==> src/rtl/qiecf_pkg.sv <==
// Shared types, constants and lookup tables for the QIE charge threshold flag block.
package qiecf_pkg;

    localparam int unsigned HitWordWidth   = 14;
    localparam int unsigned CodeWidth      = 8;
    localparam int unsigned MantWidth      = 6;
    localparam int unsigned ChargeWidth    = 19;
    localparam int unsigned EdgeWidth      = 18;
    localparam int unsigned SensWidth      = 14;
    localparam int unsigned OffsetWidth    = 5;
    localparam int unsigned PedestalWidth  = 10;
    localparam int unsigned ThresholdWidth = 12;
    localparam int unsigned AmpWidth       = 17;
    localparam int unsigned QuotWidth      = 13;
    localparam int unsigned CfgIndexWidth  = 2;
    localparam int unsigned CfgDataWidth   = 12;

    // Largest amplitude that any ADC code can produce: floor(343549 / 160).
    localparam int unsigned AmpMax = 2147;

    // Division by 5 after the shift by 5: x * 52429 >> 18 is exact for x below 2^16.
    localparam logic [16:0] RecipFive = 17'd52429;
    localparam int unsigned RecipShift = 18;

    localparam logic [PedestalWidth-1:0]  PedestalReset = 10'd36;
    localparam logic [ThresholdWidth-1:0] HitThrReset   = 12'd10;
    localparam logic [ThresholdWidth-1:0] PileThrReset  = 12'd30;

    typedef enum logic [CfgIndexWidth-1:0] {
        CFG_PEDESTAL  = 2'd0,
        CFG_HIT_THR   = 2'd1,
        CFG_PILE_THR  = 2'd2,
        CFG_UNUSED    = 2'd3
    } cfg_index_t;

    typedef struct packed {
        logic [PedestalWidth-1:0]  pedestal;
        logic [ThresholdWidth-1:0] hit_threshold;
        logic [ThresholdWidth-1:0] pileup_threshold;
    } cfg_regs_t;

    // Control that travels with an item down the pipeline.
    typedef struct packed {
        logic valid;
        logic data_ready;
    } stage_tag_t;

    function automatic logic [MantWidth-1:0] bin_start(input logic [1:0] sub);
        logic [MantWidth-1:0] start;
        unique case (sub)
            2'd0: start = 6'd0;
            2'd1: start = 6'd16;
            2'd2: start = 6'd36;
            2'd3: start = 6'd57;
        endcase
        return start;
    endfunction

    function automatic logic [EdgeWidth-1:0] sub_edge(input logic [3:0] k);
        logic [EdgeWidth-1:0] edge_val;
        unique case (k)
            4'd0:  edge_val = 18'd0;
            4'd1:  edge_val = 18'd34;
            4'd2:  edge_val = 18'd158;
            4'd3:  edge_val = 18'd419;
            4'd4:  edge_val = 18'd517;
            4'd5:  edge_val = 18'd915;
            4'd6:  edge_val = 18'd1910;
            4'd7:  edge_val = 18'd3990;
            4'd8:  edge_val = 18'd4780;
            4'd9:  edge_val = 18'd7960;
            4'd10: edge_val = 18'd15900;
            4'd11: edge_val = 18'd32600;
            4'd12: edge_val = 18'd38900;
            4'd13: edge_val = 18'd64300;
            4'd14: edge_val = 18'd128000;
            4'd15: edge_val = 18'd261000;
        endcase
        return edge_val;
    endfunction

    function automatic logic [SensWidth-1:0] sub_sens(input logic [3:0] k);
        logic [SensWidth-1:0] sens;
        unique case (k)
            4'd0:  sens = 14'd3;
            4'd1:  sens = 14'd6;
            4'd2:  sens = 14'd12;
            4'd3:  sens = 14'd25;
            4'd4:  sens = 14'd25;
            4'd5:  sens = 14'd50;
            4'd6:  sens = 14'd99;
            4'd7:  sens = 14'd198;
            4'd8:  sens = 14'd198;
            4'd9:  sens = 14'd397;
            4'd10: sens = 14'd794;
            4'd11: sens = 14'd1587;
            4'd12: sens = 14'd1587;
            4'd13: sens = 14'd3174;
            4'd14: sens = 14'd6349;
            4'd15: sens = 14'd12700;
        endcase
        return sens;
    endfunction

endpackage

==> src/rtl/qiecf_cfg.sv <==
// Configuration register file: pedestal and the two amplitude thresholds.
module qiecf_cfg
(
    input  logic                                clk,
    input  logic                                rst_n,
    input  logic                                cfg_valid,
    output logic                                cfg_ready,
    input  logic [qiecf_pkg::CfgIndexWidth-1:0] cfg_index,
    input  logic [qiecf_pkg::CfgDataWidth-1:0]  cfg_data,
    output qiecf_pkg::cfg_regs_t                cfg_regs
);

    qiecf_pkg::cfg_regs_t regs_reg;
    qiecf_pkg::cfg_regs_t regs_next;

    assign cfg_ready = 1'b1;
    assign cfg_regs  = regs_reg;

    always_comb
    begin
        regs_next = regs_reg;
        if (cfg_valid)
        begin
            unique case (qiecf_pkg::cfg_index_t'(cfg_index))
                qiecf_pkg::CFG_PEDESTAL:
                    regs_next.pedestal = cfg_data[qiecf_pkg::PedestalWidth-1:0];
                qiecf_pkg::CFG_HIT_THR:
                    regs_next.hit_threshold = cfg_data;
                qiecf_pkg::CFG_PILE_THR:
                    regs_next.pileup_threshold = cfg_data;
                qiecf_pkg::CFG_UNUSED:
                    regs_next = regs_reg;
            endcase
        end
    end

    always_ff @(posedge clk or negedge rst_n)
    begin
        if (!rst_n)
        begin
            regs_reg.pedestal         <= qiecf_pkg::PedestalReset;
            regs_reg.hit_threshold    <= qiecf_pkg::HitThrReset;
            regs_reg.pileup_threshold <= qiecf_pkg::PileThrReset;
        end
        else
        begin
            regs_reg <= regs_next;
        end
    end

endmodule

==> src/rtl/qiecf_charge.sv <==
// Linearisation stage: turns the 8-bit ADC code into a charge and registers it.
module qiecf_charge
(
    input  logic                                clk,
    input  logic                                rst_n,
    input  logic                                advance,
    input  qiecf_pkg::stage_tag_t               tag_in,
    input  logic [qiecf_pkg::CodeWidth-1:0]     code,
    output qiecf_pkg::stage_tag_t               tag_out,
    output logic [qiecf_pkg::ChargeWidth-1:0]   charge
);

    logic [1:0]                          range;
    logic [qiecf_pkg::MantWidth-1:0]     mant;
    logic [1:0]                          sub;
    logic [3:0]                          k;
    logic [qiecf_pkg::SensWidth-1:0]     sens;
    logic [qiecf_pkg::MantWidth-1:0]     offset_full;
    logic [qiecf_pkg::OffsetWidth-1:0]   offset;
    logic [qiecf_pkg::ChargeWidth-1:0]   product;
    logic [qiecf_pkg::ChargeWidth:0]     charge_sum;

    qiecf_pkg::stage_tag_t               tag_reg;
    logic [qiecf_pkg::ChargeWidth-1:0]   charge_reg;
    logic [qiecf_pkg::ChargeWidth-1:0]   charge_next;

    always_comb
    begin
        range = code[qiecf_pkg::CodeWidth-1:qiecf_pkg::MantWidth];
        mant  = code[qiecf_pkg::MantWidth-1:0];
        // A mantissa equal to a bin start still belongs to the lower subrange.
        sub   = 2'((mant > qiecf_pkg::bin_start(2'd1)) ? 1 : 0)
              + 2'((mant > qiecf_pkg::bin_start(2'd2)) ? 1 : 0)
              + 2'((mant > qiecf_pkg::bin_start(2'd3)) ? 1 : 0);
        k     = {range, sub};
        sens  = qiecf_pkg::sub_sens(k);
        offset_full = mant - qiecf_pkg::bin_start(sub);
        offset      = offset_full[qiecf_pkg::OffsetWidth-1:0];
        // The bin offset times the sensitivity needs up to 18 bits.
        product     = qiecf_pkg::ChargeWidth'(offset) * qiecf_pkg::ChargeWidth'(sens);
        charge_sum  = (qiecf_pkg::ChargeWidth+1)'(qiecf_pkg::sub_edge(k))
                    + (qiecf_pkg::ChargeWidth+1)'(product)
                    + (qiecf_pkg::ChargeWidth+1)'(sens >> 1)
                    - (qiecf_pkg::ChargeWidth+1)'(1);
        charge_next = charge_sum[qiecf_pkg::ChargeWidth-1:0];
    end

    always_ff @(posedge clk or negedge rst_n)
    begin
        if (!rst_n)
        begin
            tag_reg <= '0;
        end
        else if (advance)
        begin
            tag_reg <= tag_in;
        end
    end

    always_ff @(posedge clk)
    begin
        if (advance)
        begin
            charge_reg <= charge_next;
        end
    end

    assign tag_out = tag_reg;
    assign charge  = charge_reg;

endmodule

==> src/rtl/qiecf_scale.sv <==
// Scaling stage: pedestal subtraction, division by 160, threshold flags, result register.
module qiecf_scale
(
    input  logic                                clk,
    input  logic                                rst_n,
    input  logic                                advance,
    input  qiecf_pkg::stage_tag_t               tag_in,
    input  logic [qiecf_pkg::ChargeWidth-1:0]   charge,
    input  qiecf_pkg::cfg_regs_t                cfg_regs,
    output logic                                valid_out,
    output logic                                hit_on,
    output logic [qiecf_pkg::AmpWidth-1:0]      amplitude,
    output logic                                pileup
);

    logic [qiecf_pkg::ChargeWidth:0]   diff;
    logic                              above_ped;
    logic [13:0]                       diff_shr;
    logic [30:0]                       prod;
    logic [qiecf_pkg::QuotWidth-1:0]   quot;
    logic                              keep;

    logic                              valid_reg;
    logic                              hit_reg;
    logic                              hit_next;
    logic                              pile_reg;
    logic                              pile_next;
    logic [qiecf_pkg::AmpWidth-1:0]    amp_reg;
    logic [qiecf_pkg::AmpWidth-1:0]    amp_next;

    always_comb
    begin
        diff      = {1'b0, charge} - (qiecf_pkg::ChargeWidth+1)'(cfg_regs.pedestal);
        above_ped = ~diff[qiecf_pkg::ChargeWidth];
        // 160 = 32 * 5: drop five bits, then divide by five via the reciprocal.
        diff_shr  = diff[qiecf_pkg::ChargeWidth-1:5];
        prod      = 31'(diff_shr) * 31'(qiecf_pkg::RecipFive);
        quot      = prod[30:qiecf_pkg::RecipShift];
        keep      = tag_in.data_ready & above_ped;
        amp_next  = keep ? qiecf_pkg::AmpWidth'(quot) : '0;
        hit_next  = keep & (quot >= qiecf_pkg::QuotWidth'(cfg_regs.hit_threshold));
        pile_next = keep & (quot >= qiecf_pkg::QuotWidth'(cfg_regs.pileup_threshold));
    end

    always_ff @(posedge clk or negedge rst_n)
    begin
        if (!rst_n)
        begin
            valid_reg <= 1'b0;
        end
        else if (advance)
        begin
            valid_reg <= tag_in.valid;
        end
    end

    always_ff @(posedge clk)
    begin
        if (advance)
        begin
            hit_reg  <= hit_next;
            pile_reg <= pile_next;
            amp_reg  <= amp_next;
        end
    end

    assign valid_out = valid_reg;
    assign hit_on    = hit_reg;
    assign pileup    = pile_reg;
    assign amplitude = amp_reg;

endmodule

==> src/rtl/qie_adc_charge_threshold_flag.sv <==
// Top level of the QIE ADC linearisation and charge threshold flag block.
//
// Usage: each input transaction carries one raw channel word (hit_word) and a
// data_ready bit. Bits 13:6 of the word are the ADC code. The block turns the
// code into a charge, subtracts the pedestal, divides by 160 and compares the
// amplitude with the hit and pileup thresholds. Every input transaction gives
// exactly one output transaction; when data_ready is low all result fields are 0.
//
// The pipeline has three registered stages (input, charge, result), and one item is
// accepted in every cycle for as long as the receiver takes results. The charge
// multiply and the reciprocal multiply each sit in a stage of their own.
//
// When the receiver raises out_stall the result register holds, and the stages
// behind it fill; in_stall rises only once every stage holds an item, so up to
// three items can be in flight while the output waits.
//
// Reset clears every stage's valid bit and loads the register defaults
// (pedestal 36, hit threshold 10, pileup threshold 30). The configuration port
// is always ready; it should be written only while the pipeline is empty.
module qie_adc_charge_threshold_flag
(
    input  logic                                  clk,
    input  logic                                  rst_n,

    input  logic                                  in_valid,
    output logic                                  in_stall,
    input  logic [qiecf_pkg::HitWordWidth-1:0]    hit_word,
    input  logic                                  data_ready,

    output logic                                  out_valid,
    input  logic                                  out_stall,
    output logic                                  hit_on,
    output logic [qiecf_pkg::AmpWidth-1:0]        amplitude,
    output logic                                  pileup,

    input  logic                                  cfg_valid,
    output logic                                  cfg_ready,
    input  logic [qiecf_pkg::CfgIndexWidth-1:0]   cfg_index,
    input  logic [qiecf_pkg::CfgDataWidth-1:0]    cfg_data
);

    qiecf_pkg::cfg_regs_t               cfg_regs;

    // Input register stage.
    qiecf_pkg::stage_tag_t              in_tag_reg;
    qiecf_pkg::stage_tag_t              in_tag_next;
    logic [qiecf_pkg::CodeWidth-1:0]    code_reg;

    qiecf_pkg::stage_tag_t              charge_tag;
    logic [qiecf_pkg::ChargeWidth-1:0]  charge;

    // A stage may load when it is empty or when the stage after it moves on.
    logic out_advance;
    logic charge_advance;
    logic in_advance;

    assign out_advance    = ~out_valid | ~out_stall;
    assign charge_advance = ~charge_tag.valid | out_advance;
    assign in_advance     = ~in_tag_reg.valid | charge_advance;
    assign in_stall       = ~in_advance;

    always_comb
    begin
        in_tag_next.valid      = in_valid;
        in_tag_next.data_ready = data_ready;
    end

    always_ff @(posedge clk or negedge rst_n)
    begin
        if (!rst_n)
        begin
            in_tag_reg <= '0;
        end
        else if (in_advance)
        begin
            in_tag_reg <= in_tag_next;
        end
    end

    // The low six bits of the word carry no part of the ADC code.
    always_ff @(posedge clk)
    begin
        if (in_advance)
        begin
            code_reg <= hit_word[qiecf_pkg::HitWordWidth-1:qiecf_pkg::MantWidth];
        end
    end

    qiecf_cfg u_cfg
    (
        .clk       (clk),
        .rst_n     (rst_n),
        .cfg_valid (cfg_valid),
        .cfg_ready (cfg_ready),
        .cfg_index (cfg_index),
        .cfg_data  (cfg_data),
        .cfg_regs  (cfg_regs)
    );

    qiecf_charge u_charge
    (
        .clk     (clk),
        .rst_n   (rst_n),
        .advance (charge_advance),
        .tag_in  (in_tag_reg),
        .code    (code_reg),
        .tag_out (charge_tag),
        .charge  (charge)
    );

    qiecf_scale u_scale
    (
        .clk       (clk),
        .rst_n     (rst_n),
        .advance   (out_advance),
        .tag_in    (charge_tag),
        .charge    (charge),
        .cfg_regs  (cfg_regs),
        .valid_out (out_valid),
        .hit_on    (hit_on),
        .amplitude (amplitude),
        .pileup    (pileup)
    );

    // Input back-pressure only when every stage is occupied and the output is held.
    a_stall_only_when_full: assert property (@(posedge clk) disable iff (!rst_n)
        in_stall |-> (in_tag_reg.valid && charge_tag.valid && out_valid && out_stall))
        else $error("input stalled while a pipeline stage was free");

    // No ADC code yields an amplitude above the largest possible quotient.
    a_amplitude_bound: assert property (@(posedge clk) disable iff (!rst_n)
        out_valid |-> (amplitude <= qiecf_pkg::AmpWidth'(qiecf_pkg::AmpMax)))
        else $error("amplitude beyond the range of the linearised charge");

    // A result can only appear if the charge stage held an item the cycle before.
    a_result_from_charge: assert property (@(posedge clk) disable iff (!rst_n)
        $rose(out_valid) |-> $past(charge_tag.valid))
        else $error("result appeared without an item in the charge stage");

    // A charge-stage item can only appear from an occupied input register.
    a_charge_from_input: assert property (@(posedge clk) disable iff (!rst_n)
        $rose(charge_tag.valid) |-> $past(in_tag_reg.valid))
        else $error("charge stage loaded without an item in the input register");

endmodule

==> config.mk <==
export PLATFORM = sky130hd
export DESIGN_NAME = qie_adc_charge_threshold_flag
export DESIGN_NICKNAME = d
export VERILOG_FILES = /design/src/rtl/qiecf_pkg.sv /design/src/rtl/qiecf_cfg.sv /design/src/rtl/qiecf_charge.sv /design/src/rtl/qiecf_scale.sv /design/src/rtl/qie_adc_charge_threshold_flag.sv
export SDC_FILE = /design/constraint.sdc
export NUM_CORES = 1
export LEC_CHECK = 0
export ABC_CLOCK_PERIOD_IN_PS = 14700
export BUFFER_PORTS_ARGS = -buffer_cell sky130_fd_sc_hd__buf_2
export CAP_MARGIN = 20
export CORE_MARGIN = 1
export CORE_UTILIZATION = 25
export DETAILED_ROUTE_END_ITERATION = 16
export MAX_ROUTING_LAYER = met4
export PLACE_DENSITY_LB_ADDON = 0.05
export SYNTH_ARGS = -nofsm -noshare
export SYNTH_HDL_FRONTEND = slang
export SYNTH_SLANG_ARGS = --single-unit
==> constraint.sdc <==
create_clock -name clk -period 14.7 [get_ports clk]
set_clock_uncertainty 0.2 [all_clocks]
set_input_delay 1.47 -clock clk [delete_from_list [all_inputs] [get_ports clk]]
set_output_delay 1.47 -clock clk [all_outputs]
set_load 0.05 [all_outputs]
==> results.ini <==
[finish]
drive_gt1_frac=0.104
regArea_um2=2220
syn_to_final_growth_pct=11.2
final_nets=1508
multi_input_area_um2=7820
largest_register_ffs=34
fillers=4625
final_cell_count_no_fill=1751
antennaDiodeCount=0

[floorplanning]
io-pin-count=56
die_height_um=212
start_util=0.255
core-area_um2=43300
die-area_um2=44900
row_count=76
die_w_um=212

[routing]
drc=0
routed_via_density=4.23
ant_nets=0
totalWireLength_um=26700
drt-initial-drc-count=164
first_pass_iters=4
avgRoutedWirePerCell_um=15.3
vias=7406

[sta]
rsz0062_at_grt=false
finalSetupViolCount=0
final_hold_viol_count=0
min_period_over_period=0.697
drv_slew=0
holdWs_ps=264
min_period_ps=10240
worst_pin_slew_ps=951
fmaxAchievable_mhz=97.7
relSlewSlack=0.366
fin_setup_tns_ps=0

[clocking]
hold_buffers=0
cts_tree=done
worstSkewPairLatency_ps=350
clk_path_buf_depth=2
htreeDepth=3
cts_setup_buffers=0
cts.clk_slew.worst_paths_ps=70
cts_root_buffer=clkbuf_16
numCtsBuffers=9
cts_resized=0
clock_sinks=80

[place]
place_congestion=0.759
post-dp-hpwl_um=23200
port_buffers=43
dp.cells=1734

[critical_path]
cp.required_ps=14600
critical_path.slowest_cell=xnor2_1
slowest_delay_ps=570
cp.arrival_ps=10140
start_kind=flop
cp-end-kind=flop
crit_type=reg2reg
worst-path-max-fanout=5

[global_routing]
grt.total_usage=0.132
grt_pass1_wl_um=43900
grt-ovfl-total=0
antenna_found_initial=0
grt_start_max_net_pins=40
grt_pass1_vias=7990

[synthesis]
synthCells=1120
yosysWarnings=0
async_flop_share=0.488
syn-cell-area_um2=11000
synth-main-ff-cell=edfxtp_1
synth.avg_cell_area_um2=9.84
synth_edf_count=41
ys_ff_latch=80
synth_cell_types=66
seq_area_frac_synth=0.201

[worst_hold_path]
hold_path_class=reg2reg

[job]
cap_violations=0

[outcome]
status=completed

## critical path: cells and delay by family, from the launching register on
kind	cells	cell delay (ps)
adders and majority gates	9	3950
AOI/OAI and AO/OA	14	3040
and+or+nand+nor	7	1390
xor gates and xnor gates	1	570
DFF	1	510
buffers and inverters	5	310
## logic make-up after synthesis
kind of cell	after synthesis	synth area share
DFF	80	0.201
buffers and inverters	262	0.0912
muxes	30	0.0313
adders and majority gates	313	0.440
other	2	0.000681
xor gates and xnor gates	43	0.0342
and+or+nand+nor	246	0.107
AOI/OAI and AO/OA	144	0.0950
## layer usage
| layer | part of all wire | global-route usage | routed length, um | vias up |
|---|---|---|---|---|
| met3 | 0.018 | 0.0177 | 479 | 15 |
| met1 | 0.48 | 0.170 | 12900 | 3583 |
| met2 | 0.48 | 0.220 | 12900 | 64 |
| met5 | 0 | - | 0 | - |
| li1 | - | - | - | 3744 |
| met4 | 0.015 | 0.0305 | 388 | 0 |
## through the flow
| stage | setup slack, ps | cell area [um2] | util |
|---|---|---|---|
| final | 4460 | 12300 | 0.283 |
| after global routing | 3880 | 12300 | 0.283 |
| after CTS | 4250 | 12200 | 0.283 |
| after detailed placement | 4260 | 11900 | 0.276 |
| after global placement | 4320 | 11900 | 0.276 |
| after floorplan | 5830 | 11000 | - |
## cell usage in the layout, fill, tap and decap left out, types with 6 or more instances in the layout
| master | n |
|---|---|
| nand3_1 | 15 |
| o21a_1 | 6 |
| a21o_1 | 16 |
| edfxtp_1 | 41 |
| fa_1 | 124 |
| clkbuf_16 | 10 |
| a211oi_1 | 7 |
| o21ai_0 | 32 |
| ha_1 | 189 |
| xor2_1 | 10 |
| a21oi_1 | 31 |
| nand2b_1 | 27 |
| and3b_1 | 7 |
| dfrtp_1 | 31 |
| nor2b_1 | 7 |
| a31oi_1 | 9 |
| inv_1 | 238 |
| or2_2 | 6 |
| and3_1 | 6 |
| buf_2 | 43 |
| dfstp_2 | 8 |
| nor3_1 | 9 |
| nand4_1 | 6 |
| or3_1 | 6 |
| conb_1 | 6 |
| nor2_1 | 57 |
| xnor2_1 | 33 |
| mux2_2 | 26 |
| nand2_1 | 89 |
## area by class of cell
cell class | instances | area share
clock buffers | 12 | 0.0210
flip-flops and latches | 80 | 0.181
clock inverters | 4 | 0.00419
inverters | 239 | 0.0732
repair buffers | 49 | 0.0229
multi-input cells | 782 | 0.638
well taps | 585 | 0.0597
## final timing paths
path | startpoint | end | slack, ps | cells after the start
worst max-delay path | u_cfg.cfg_regs[26] | u_scale.hit_on | 4460 | 36
worst min-delay path | in_tag_reg[1] | u_charge.tag_out[1] | 260 | 1
worst max register to register | u_cfg.cfg_regs[26] | u_scale.hit_on | 4460 | 36
worst min register to register | in_tag_reg[1] | u_charge.tag_out[1] | 260 | 1
max in group asynchronous | rst_n | u_cfg.cfg_regs[27] | 12630 | 1
min in group asynchronous | rst_n | u_cfg.cfg_regs[11] | 1050 | 1
## cells in the mapped netlist, types with 14 or more instances
cell type  number  area (um2)
nand3_1        15        75.1
edfxtp_1       41        1230
fa_1          124        2480
nor2_1         57         214
a21oi_1        31         155
dfrtp_1        31         776
ha_1          189        2360
nand2b_1       27         169
a21o_1         16         120
mux2_2         26         293
o21ai_0        32         160
clkbuf_1       14        52.6
nand2_1        89         334
xnor2_1        33         289
inv_1         238         893
Power is left out: the tool's default activity adds up to more than one toggle a clock period on the data nets, which glitch-free logic cannot reach.
